==> src/design/text_console_writer_unit_defines.svh <==
// assertion macros shared by the console writer modules
// no dependencies; bodies are empty when SYNTHESIS is defined
`ifndef TEXT_CONSOLE_WRITER_UNIT_DEFINES_SVH
`define TEXT_CONSOLE_WRITER_UNIT_DEFINES_SVH

`ifndef SYNTHESIS

// checked outside reset
`define TCW_ASSERT(label, clk, rst, prop, msg) \
  label: assert property (@(posedge clk) disable iff (rst) prop) else $error(msg);

// checked on every edge, reset included
`define TCW_ASSERT_ALWAYS(label, clk, prop, msg) \
  label: assert property (@(posedge clk) prop) else $error(msg);

`else

`define TCW_ASSERT(label, clk, rst, prop, msg)
`define TCW_ASSERT_ALWAYS(label, clk, prop, msg)

`endif

`endif

==> src/design/tcw_pkg.sv <==
// shared constants, codes and controller/datapath types of the console writer
// no dependencies
package tcw_pkg;

  localparam int SCREEN_COLS  = 80;
  localparam int SCREEN_ROWS  = 25;
  localparam int SCREEN_CELLS = SCREEN_COLS * SCREEN_ROWS;

  // port field widths
  localparam int OP_W   = 2;
  localparam int CHAR_W = 8;
  localparam int IDX_W  = 11;
  localparam int DATA_W = 16;
  localparam int COL_W  = 7;
  localparam int ROW_W  = 5;
  localparam int ATTR_W = 8;

  // screen store addressing and sweep counter
  localparam int CELL_AW = $clog2(SCREEN_CELLS);
  localparam int CNT_W   = $clog2(SCREEN_CELLS + 1);

  localparam logic [COL_W-1:0] COL_LAST   = COL_W'(SCREEN_COLS - 1);
  localparam logic [ROW_W-1:0] ROW_LAST   = ROW_W'(SCREEN_ROWS - 1);
  localparam logic [CNT_W-1:0] CNT_LAST   = CNT_W'(SCREEN_CELLS - 1);
  localparam logic [CNT_W-1:0] COPY_END   = CNT_W'(SCREEN_CELLS - SCREEN_COLS);
  localparam logic [CNT_W-1:0] ROW_STRIDE = CNT_W'(SCREEN_COLS);

  localparam logic [CHAR_W-1:0] CODE_NUL   = 8'h00;
  localparam logic [CHAR_W-1:0] CODE_BS    = 8'h08;
  localparam logic [CHAR_W-1:0] CODE_LF    = 8'h0A;
  localparam logic [CHAR_W-1:0] CODE_CR    = 8'h0D;
  localparam logic [CHAR_W-1:0] CODE_SPACE = 8'h20;

  localparam logic [ATTR_W-1:0] RESET_ATTR  = 8'h07;
  localparam logic [DATA_W-1:0] RESET_BLANK = {RESET_ATTR, CODE_SPACE};

  typedef enum logic [OP_W-1:0] {
    OP_PUT   = 2'd0,
    OP_READ  = 2'd1,
    OP_CLEAR = 2'd2
  } op_t;

  typedef enum logic [1:0] {
    SWEEP_INIT   = 2'd0,
    SWEEP_CLEAR  = 2'd1,
    SWEEP_SCROLL = 2'd2
  } sweep_mode_t;

  typedef struct packed {
    logic        take_item;
    logic        decode;
    logic        cnt_clear;
    logic        sweep_step;
    sweep_mode_t sweep_mode;
    logic        out_load;
  } tcw_cmd_t;

  typedef struct packed {
    logic [OP_W-1:0] op;
    logic            scroll_req;
    logic            cnt_last;
    logic            out_free;
  } tcw_sts_t;

endpackage

==> src/design/tcw_ctrl.sv <==
// controller state machine of the console writer: sequences decode, sweeps and result
// depends on tcw_pkg and text_console_writer_unit_defines.svh
`include "text_console_writer_unit_defines.svh"

module tcw_ctrl import tcw_pkg::*; (
  input  logic     clk,
  input  logic     rst,
  input  logic     in_valid,
  output logic     in_ready,
  input  tcw_sts_t sts,
  output tcw_cmd_t cmd
);

  typedef enum logic [5:0] {
    S_INIT   = 6'b000001,
    S_IDLE   = 6'b000010,
    S_DECODE = 6'b000100,
    S_FILL   = 6'b001000,
    S_SCROLL = 6'b010000,
    S_DONE   = 6'b100000
  } state_t;

  state_t state;
  state_t state_next;

  assign in_ready = (state == S_IDLE);

  always_comb begin
    cmd        = '0;
    cmd.sweep_mode = SWEEP_INIT;
    state_next = state;
    unique case (state)
      S_INIT: begin
        // power-up blanking pass over the whole store
        cmd.sweep_step = 1'b1;
        cmd.sweep_mode = SWEEP_INIT;
        if (sts.cnt_last) state_next = S_IDLE;
      end
      S_IDLE: begin
        if (in_valid) begin
          cmd.take_item = 1'b1;
          state_next    = S_DECODE;
        end
      end
      S_DECODE: begin
        cmd.decode    = 1'b1;
        cmd.cnt_clear = 1'b1;
        priority if (sts.op == OP_CLEAR) begin
          state_next = S_FILL;
        end else if (sts.op == OP_PUT && sts.scroll_req) begin
          state_next = S_SCROLL;
        end else begin
          state_next = S_DONE;
        end
      end
      S_FILL: begin
        cmd.sweep_step = 1'b1;
        cmd.sweep_mode = SWEEP_CLEAR;
        if (sts.cnt_last) state_next = S_DONE;
      end
      S_SCROLL: begin
        cmd.sweep_step = 1'b1;
        cmd.sweep_mode = SWEEP_SCROLL;
        if (sts.cnt_last) state_next = S_DONE;
      end
      S_DONE: begin
        if (sts.out_free) begin
          cmd.out_load = 1'b1;
          state_next   = S_IDLE;
        end
      end
      default: begin
        state_next = S_INIT;
      end
    endcase
  end

  always_ff @(posedge clk) begin
    if (rst) begin
      state <= S_INIT;
    end else begin
      state <= state_next;
    end
  end

  `TCW_ASSERT(a_load_into_free, clk, rst, cmd.out_load |-> sts.out_free, "result loaded into a full output register")
  `TCW_ASSERT(a_decode_after_take, clk, rst, cmd.decode |-> $past(cmd.take_item), "decode without a preceding item")
  `TCW_ASSERT_ALWAYS(a_no_take_in_reset, clk, rst |-> !cmd.take_item, "item taken during reset")

endmodule

==> config.mk <==
export PLATFORM = sky130hd
export DESIGN_NAME = tcw_ctrl
export DESIGN_NICKNAME = d
export VERILOG_FILES = /design/src/design/tcw_pkg.sv /design/src/design/tcw_ctrl.sv
export VERILOG_INCLUDE_DIRS = /design/src /design/src/design
export SDC_FILE = /design/constraint.sdc
export NUM_CORES = 1
export LEC_CHECK = 0
export BUFFER_PORTS_ARGS = -buffer_cell sky130_fd_sc_hd__buf_2
export CAP_MARGIN = 10
export CORE_AREA = 3 3 40 42
export CTS_CLUSTER_DIAMETER = 80
export CTS_CLUSTER_SIZE = 12
export DETAILED_ROUTE_END_ITERATION = 12
export DIE_AREA = 0 0 43 45
export MAX_ROUTING_LAYER = met4
export PLACE_DENSITY = 0.62
export SLEW_MARGIN = 0
export SYNTH_ARGS = -nofsm -noshare
export SYNTH_HDL_FRONTEND = slang
export SYNTH_SLANG_ARGS = --single-unit
==> constraint.sdc <==
create_clock -name clk -period 3.2 [get_ports clk]
set_input_delay 0.16 -clock clk [delete_from_list [all_inputs] [get_ports clk]]
set_output_delay 0.16 -clock clk [all_outputs]
set_load 0.005 [all_outputs]
==> impl_metrics.sql <==
INSERT INTO impl_metrics (metric_group, metric, value, unit) VALUES
('synthesis', 'proportion_of_synthesized_area_in_mux_cells', '0', ''),
('place', 'place.port_buffers', '15', ''),
('power', 'power_density', '483', 'nW/um2'),
('route', 'detail_route.iter0.violations', '7', ''),
('setup_path', 'worst-path-max-fanout', '10', ''),
('floorplanning', 'die_span_in_y', '45', 'um'),
('cells_and_area', 'layout.cells.most_common', 'sky130_fd_sc_hd__buf_2', ''),
('place', 'dp.final_hpwl', '795', 'um'),
('clock_tree', 'clk_pin_slew', '0.05', 'ns'),
('timing', 'max_slew.worst_pin.slew', '0.383', 'ns'),
('setup_path', 'reg2reg_depth', '4', ''),
('synthesis', 'synth_fp_nets', '59', ''),
('floorplanning', 'fp-row-count', '13', ''),
('clock_tree', 'numClockSinks', '6', ''),
('global_route', 'globalRouteMet1Util', '0.145', ''),
('clock_tree', 'postCtsResizedCells', '0', ''),
('cells_and_area', 'insertedDiodeCount', '0', ''),
('timing', 'slew_headroom', '0.742', ''),
('setup_path', 'type_of_the_setup_path_with_the_least_slack', 'flip-flop to primary output', ''),
('floorplanning', 'floorplan.die_area', '1940', 'um2'),
('setup_path', 'worstSetupEndpointType', 'primary output', ''),
('clock_tree', 'worst_skew_pair.late_latency', '0.24', 'ns'),
('route', 'average_routed_wire_per_standard_cell', '12.0', 'um'),
('timing', 'fmaxAchievable', '575', 'MHz'),
('cells_and_area', 'finish.instance_area', '524', 'um2'),
('floorplanning', 'die_width', '43', 'um'),
('cells_and_area', 'area.sequential', '120', 'um2'),
('synthesis', 'seq_area_frac_synth', '0.271', ''),
('synthesis', 'largest_family_of_logic_cells_by_synthesized_area', 'simple AND/OR/NAND/NOR gates', ''),
('clock_tree', 'ctsRootBufferMaster', 'sky130_fd_sc_hd__clkbuf_4', ''),
('cells_and_area', 'top_regs', 'state: 6 flops', ''),
('synthesis', 'number_of_instances_in_the_synthesized_netlist', '51', ''),
('timing', 'post-route-worst-setup-slack', '1.46', 'ns'),
('timing', 'grt_setup_unrepaired', 'false', ''),
('global_route', 'track_usage', '0.118', ''),
('cells_and_area', 'final_cell_mix', 'sky130_fd_sc_hd__buf_2 (15), sky130_fd_sc_hd__dfxtp_1 (6), sky130_fd_sc_hd__inv_1 (5)', ''),
('run_status', 'run_status', 'complete, no violations', ''),
('clock_tree', 'tritoncts.num_buffers', '3', ''),
('setup_path', 'worst_ep_required_time', '3.04', 'ns'),
('route', 'detail-route-antenna-nets', '0', ''),
('cells_and_area', 'multi_input_gate_area_in_the_final_layout', '269', 'um2'),
('global_route', 'grt_pass1_vias', '415', ''),
('route', 'detail_route.first_pass.iterations', '4', ''),
('hold_path', 'min-delay-path-class', 'input port to flip-flop', ''),
('setup_path', 'critical_path.max_stage_delay', '0.43', 'ns'),
('floorplanning', 'fp.coreArea', '1280', 'um2'),
('cells_and_area', 'finish.utilization', '0.408', ''),
('synthesis', 'synth.avg_cell_area', '8.68', 'um2'),
('clock_tree', 'cts_htree_levels', '1', ''),
('synthesis', 'yosys.area_share.xor_xnor', '0.0395', ''),
('global_route', 'first_pass_grt_wire_length', '1680', 'um'),
('setup_path', 'crit_slowest_cell', 'sky130_fd_sc_hd__nor4_1', ''),
('cells_and_area', 'post_route_cells_drive_above_1_share', '0.369', ''),
('setup_path', 'worstPathArrival', '1.58', 'ns'),
('synthesis', 'ys_seq_elements', '6', ''),
('floorplanning', 'initial_utilization', '0.345', ''),
('synthesis', 'synth-adder-area-share', '0', ''),
('clock_tree', 'cts_hold_repair.buffers', '0', ''),
('clock_tree', 'ctsLongestPathBuffers', '2', ''),
('power', 'post-layout-total-power', '253', 'uW'),
('route', 'drc', '0', ''),
('setup_path', 'number_of_stages_on_the_worst_setup_path', '5', ''),
('route', 'route.detailed.vias_per_inst', '5.20', ''),
('synthesis', 'synth_compound_gate_area_share', '0.249', ''),
('timing', 'timing.final.hold_violations', '0', ''),
('global_route', 'grt_start_max_net_pins', '11', ''),
('place', 'placed_cell_area', '502', 'um2'),
('clock_tree', 'post_cts.repair.setup_buffers', '0', ''),
('synthesis', 'yosysWarningCount', '0', ''),
('power', 'p_leak', '0.253', 'nW'),
('synthesis', 'synthSimpleGateAreaFrac', '0.319', '');
-- worst paths after layout --
check                         from                    end  slack, ns
min reg2reg  state[1]$_SDFFE_PP0P_  state[2]$_SDFFE_PP0P_       0.63
min                            rst  state[1]$_SDFFE_PP0P_       0.17
max reg2reg  state[4]$_SDFFE_PP0P_  state[5]$_SDFFE_PP0P_       1.67
max          state[4]$_SDFFE_PP0P_                 cmd[6]       1.46
-- layer usage --
| metal | up-vias | share of wire |
|---|---|---|
| met5 | - | 0 |
| met4 | 0 | 0 |
| met3 | 0 | 0.044 |
| met2 | 10 | 0.49 |
| met1 | 189 | 0.47 |
| li1 | 217 | - |
-- through the flow --
step / hold slack (ns) / instances
2_1_floorplan: 0.225 / 51
3_3_place_gp: 0.412 / 77
3_5_place_dp: 0.408 / 77
4_1_cts: 0.153 / 80
5_1_grt: 0.170 / 80
6_report: 0.165 / 80
-- where the power goes --
part | switching (mW) | internal [mW]
registers | 0.0154 | 0.0828
logic | 0.0425 | 0.0444
clock network | 0.0255 | 0.0423
-- kinds of logic after synthesis --
family	Yosys count
buf+inv	9
compound gates	12
xor+xnor	2
simple gates	22
flops	6
-- area by class of cell --
cell class | instances | share of cell area
clock buffers | 3 | 0.0430
inverters | 5 | 0.0358
multi-input cells | 36 | 0.513
flip-flops and latches | 6 | 0.229
well taps | 15 | 0.0358
repair buffers | 15 | 0.143
-- Yosys cell counts --
cell and n:
sky130_fd_sc_hd__o31ai_1 1, sky130_fd_sc_hd__a211oi_2 1, sky130_fd_sc_hd__o21ai_0 2, sky130_fd_sc_hd__nand3b_1 1, sky130_fd_sc_hd__nor2b_1 3, sky130_fd_sc_hd__and3_1 1, sky130_fd_sc_hd__nand2_1 1, sky130_fd_sc_hd__nor2_1 3
sky130_fd_sc_hd__o311a_1 1, sky130_fd_sc_hd__xor2_1 2, sky130_fd_sc_hd__nand4_1 1, sky130_fd_sc_hd__dfxtp_1 6, sky130_fd_sc_hd__buf_4 1, sky130_fd_sc_hd__nor3b_1 2, sky130_fd_sc_hd__o211ai_1 1, sky130_fd_sc_hd__nor4_1 2
sky130_fd_sc_hd__a32o_1 2, sky130_fd_sc_hd__o41a_2 1, sky130_fd_sc_hd__inv_1 5, sky130_fd_sc_hd__or4_4 1, sky130_fd_sc_hd__nor3_1 2, sky130_fd_sc_hd__o221ai_2 1, sky130_fd_sc_hd__nand3_1 2, sky130_fd_sc_hd__o21bai_1 1
sky130_fd_sc_hd__and2_1 1, sky130_fd_sc_hd__and3b_2 1, sky130_fd_sc_hd__nor4_2 1, sky130_fd_sc_hd__buf_6 2, sky130_fd_sc_hd__buf_2 1, sky130_fd_sc_hd__a22oi_1 1
No activity file was read; power rests on OpenSTA's default activity.
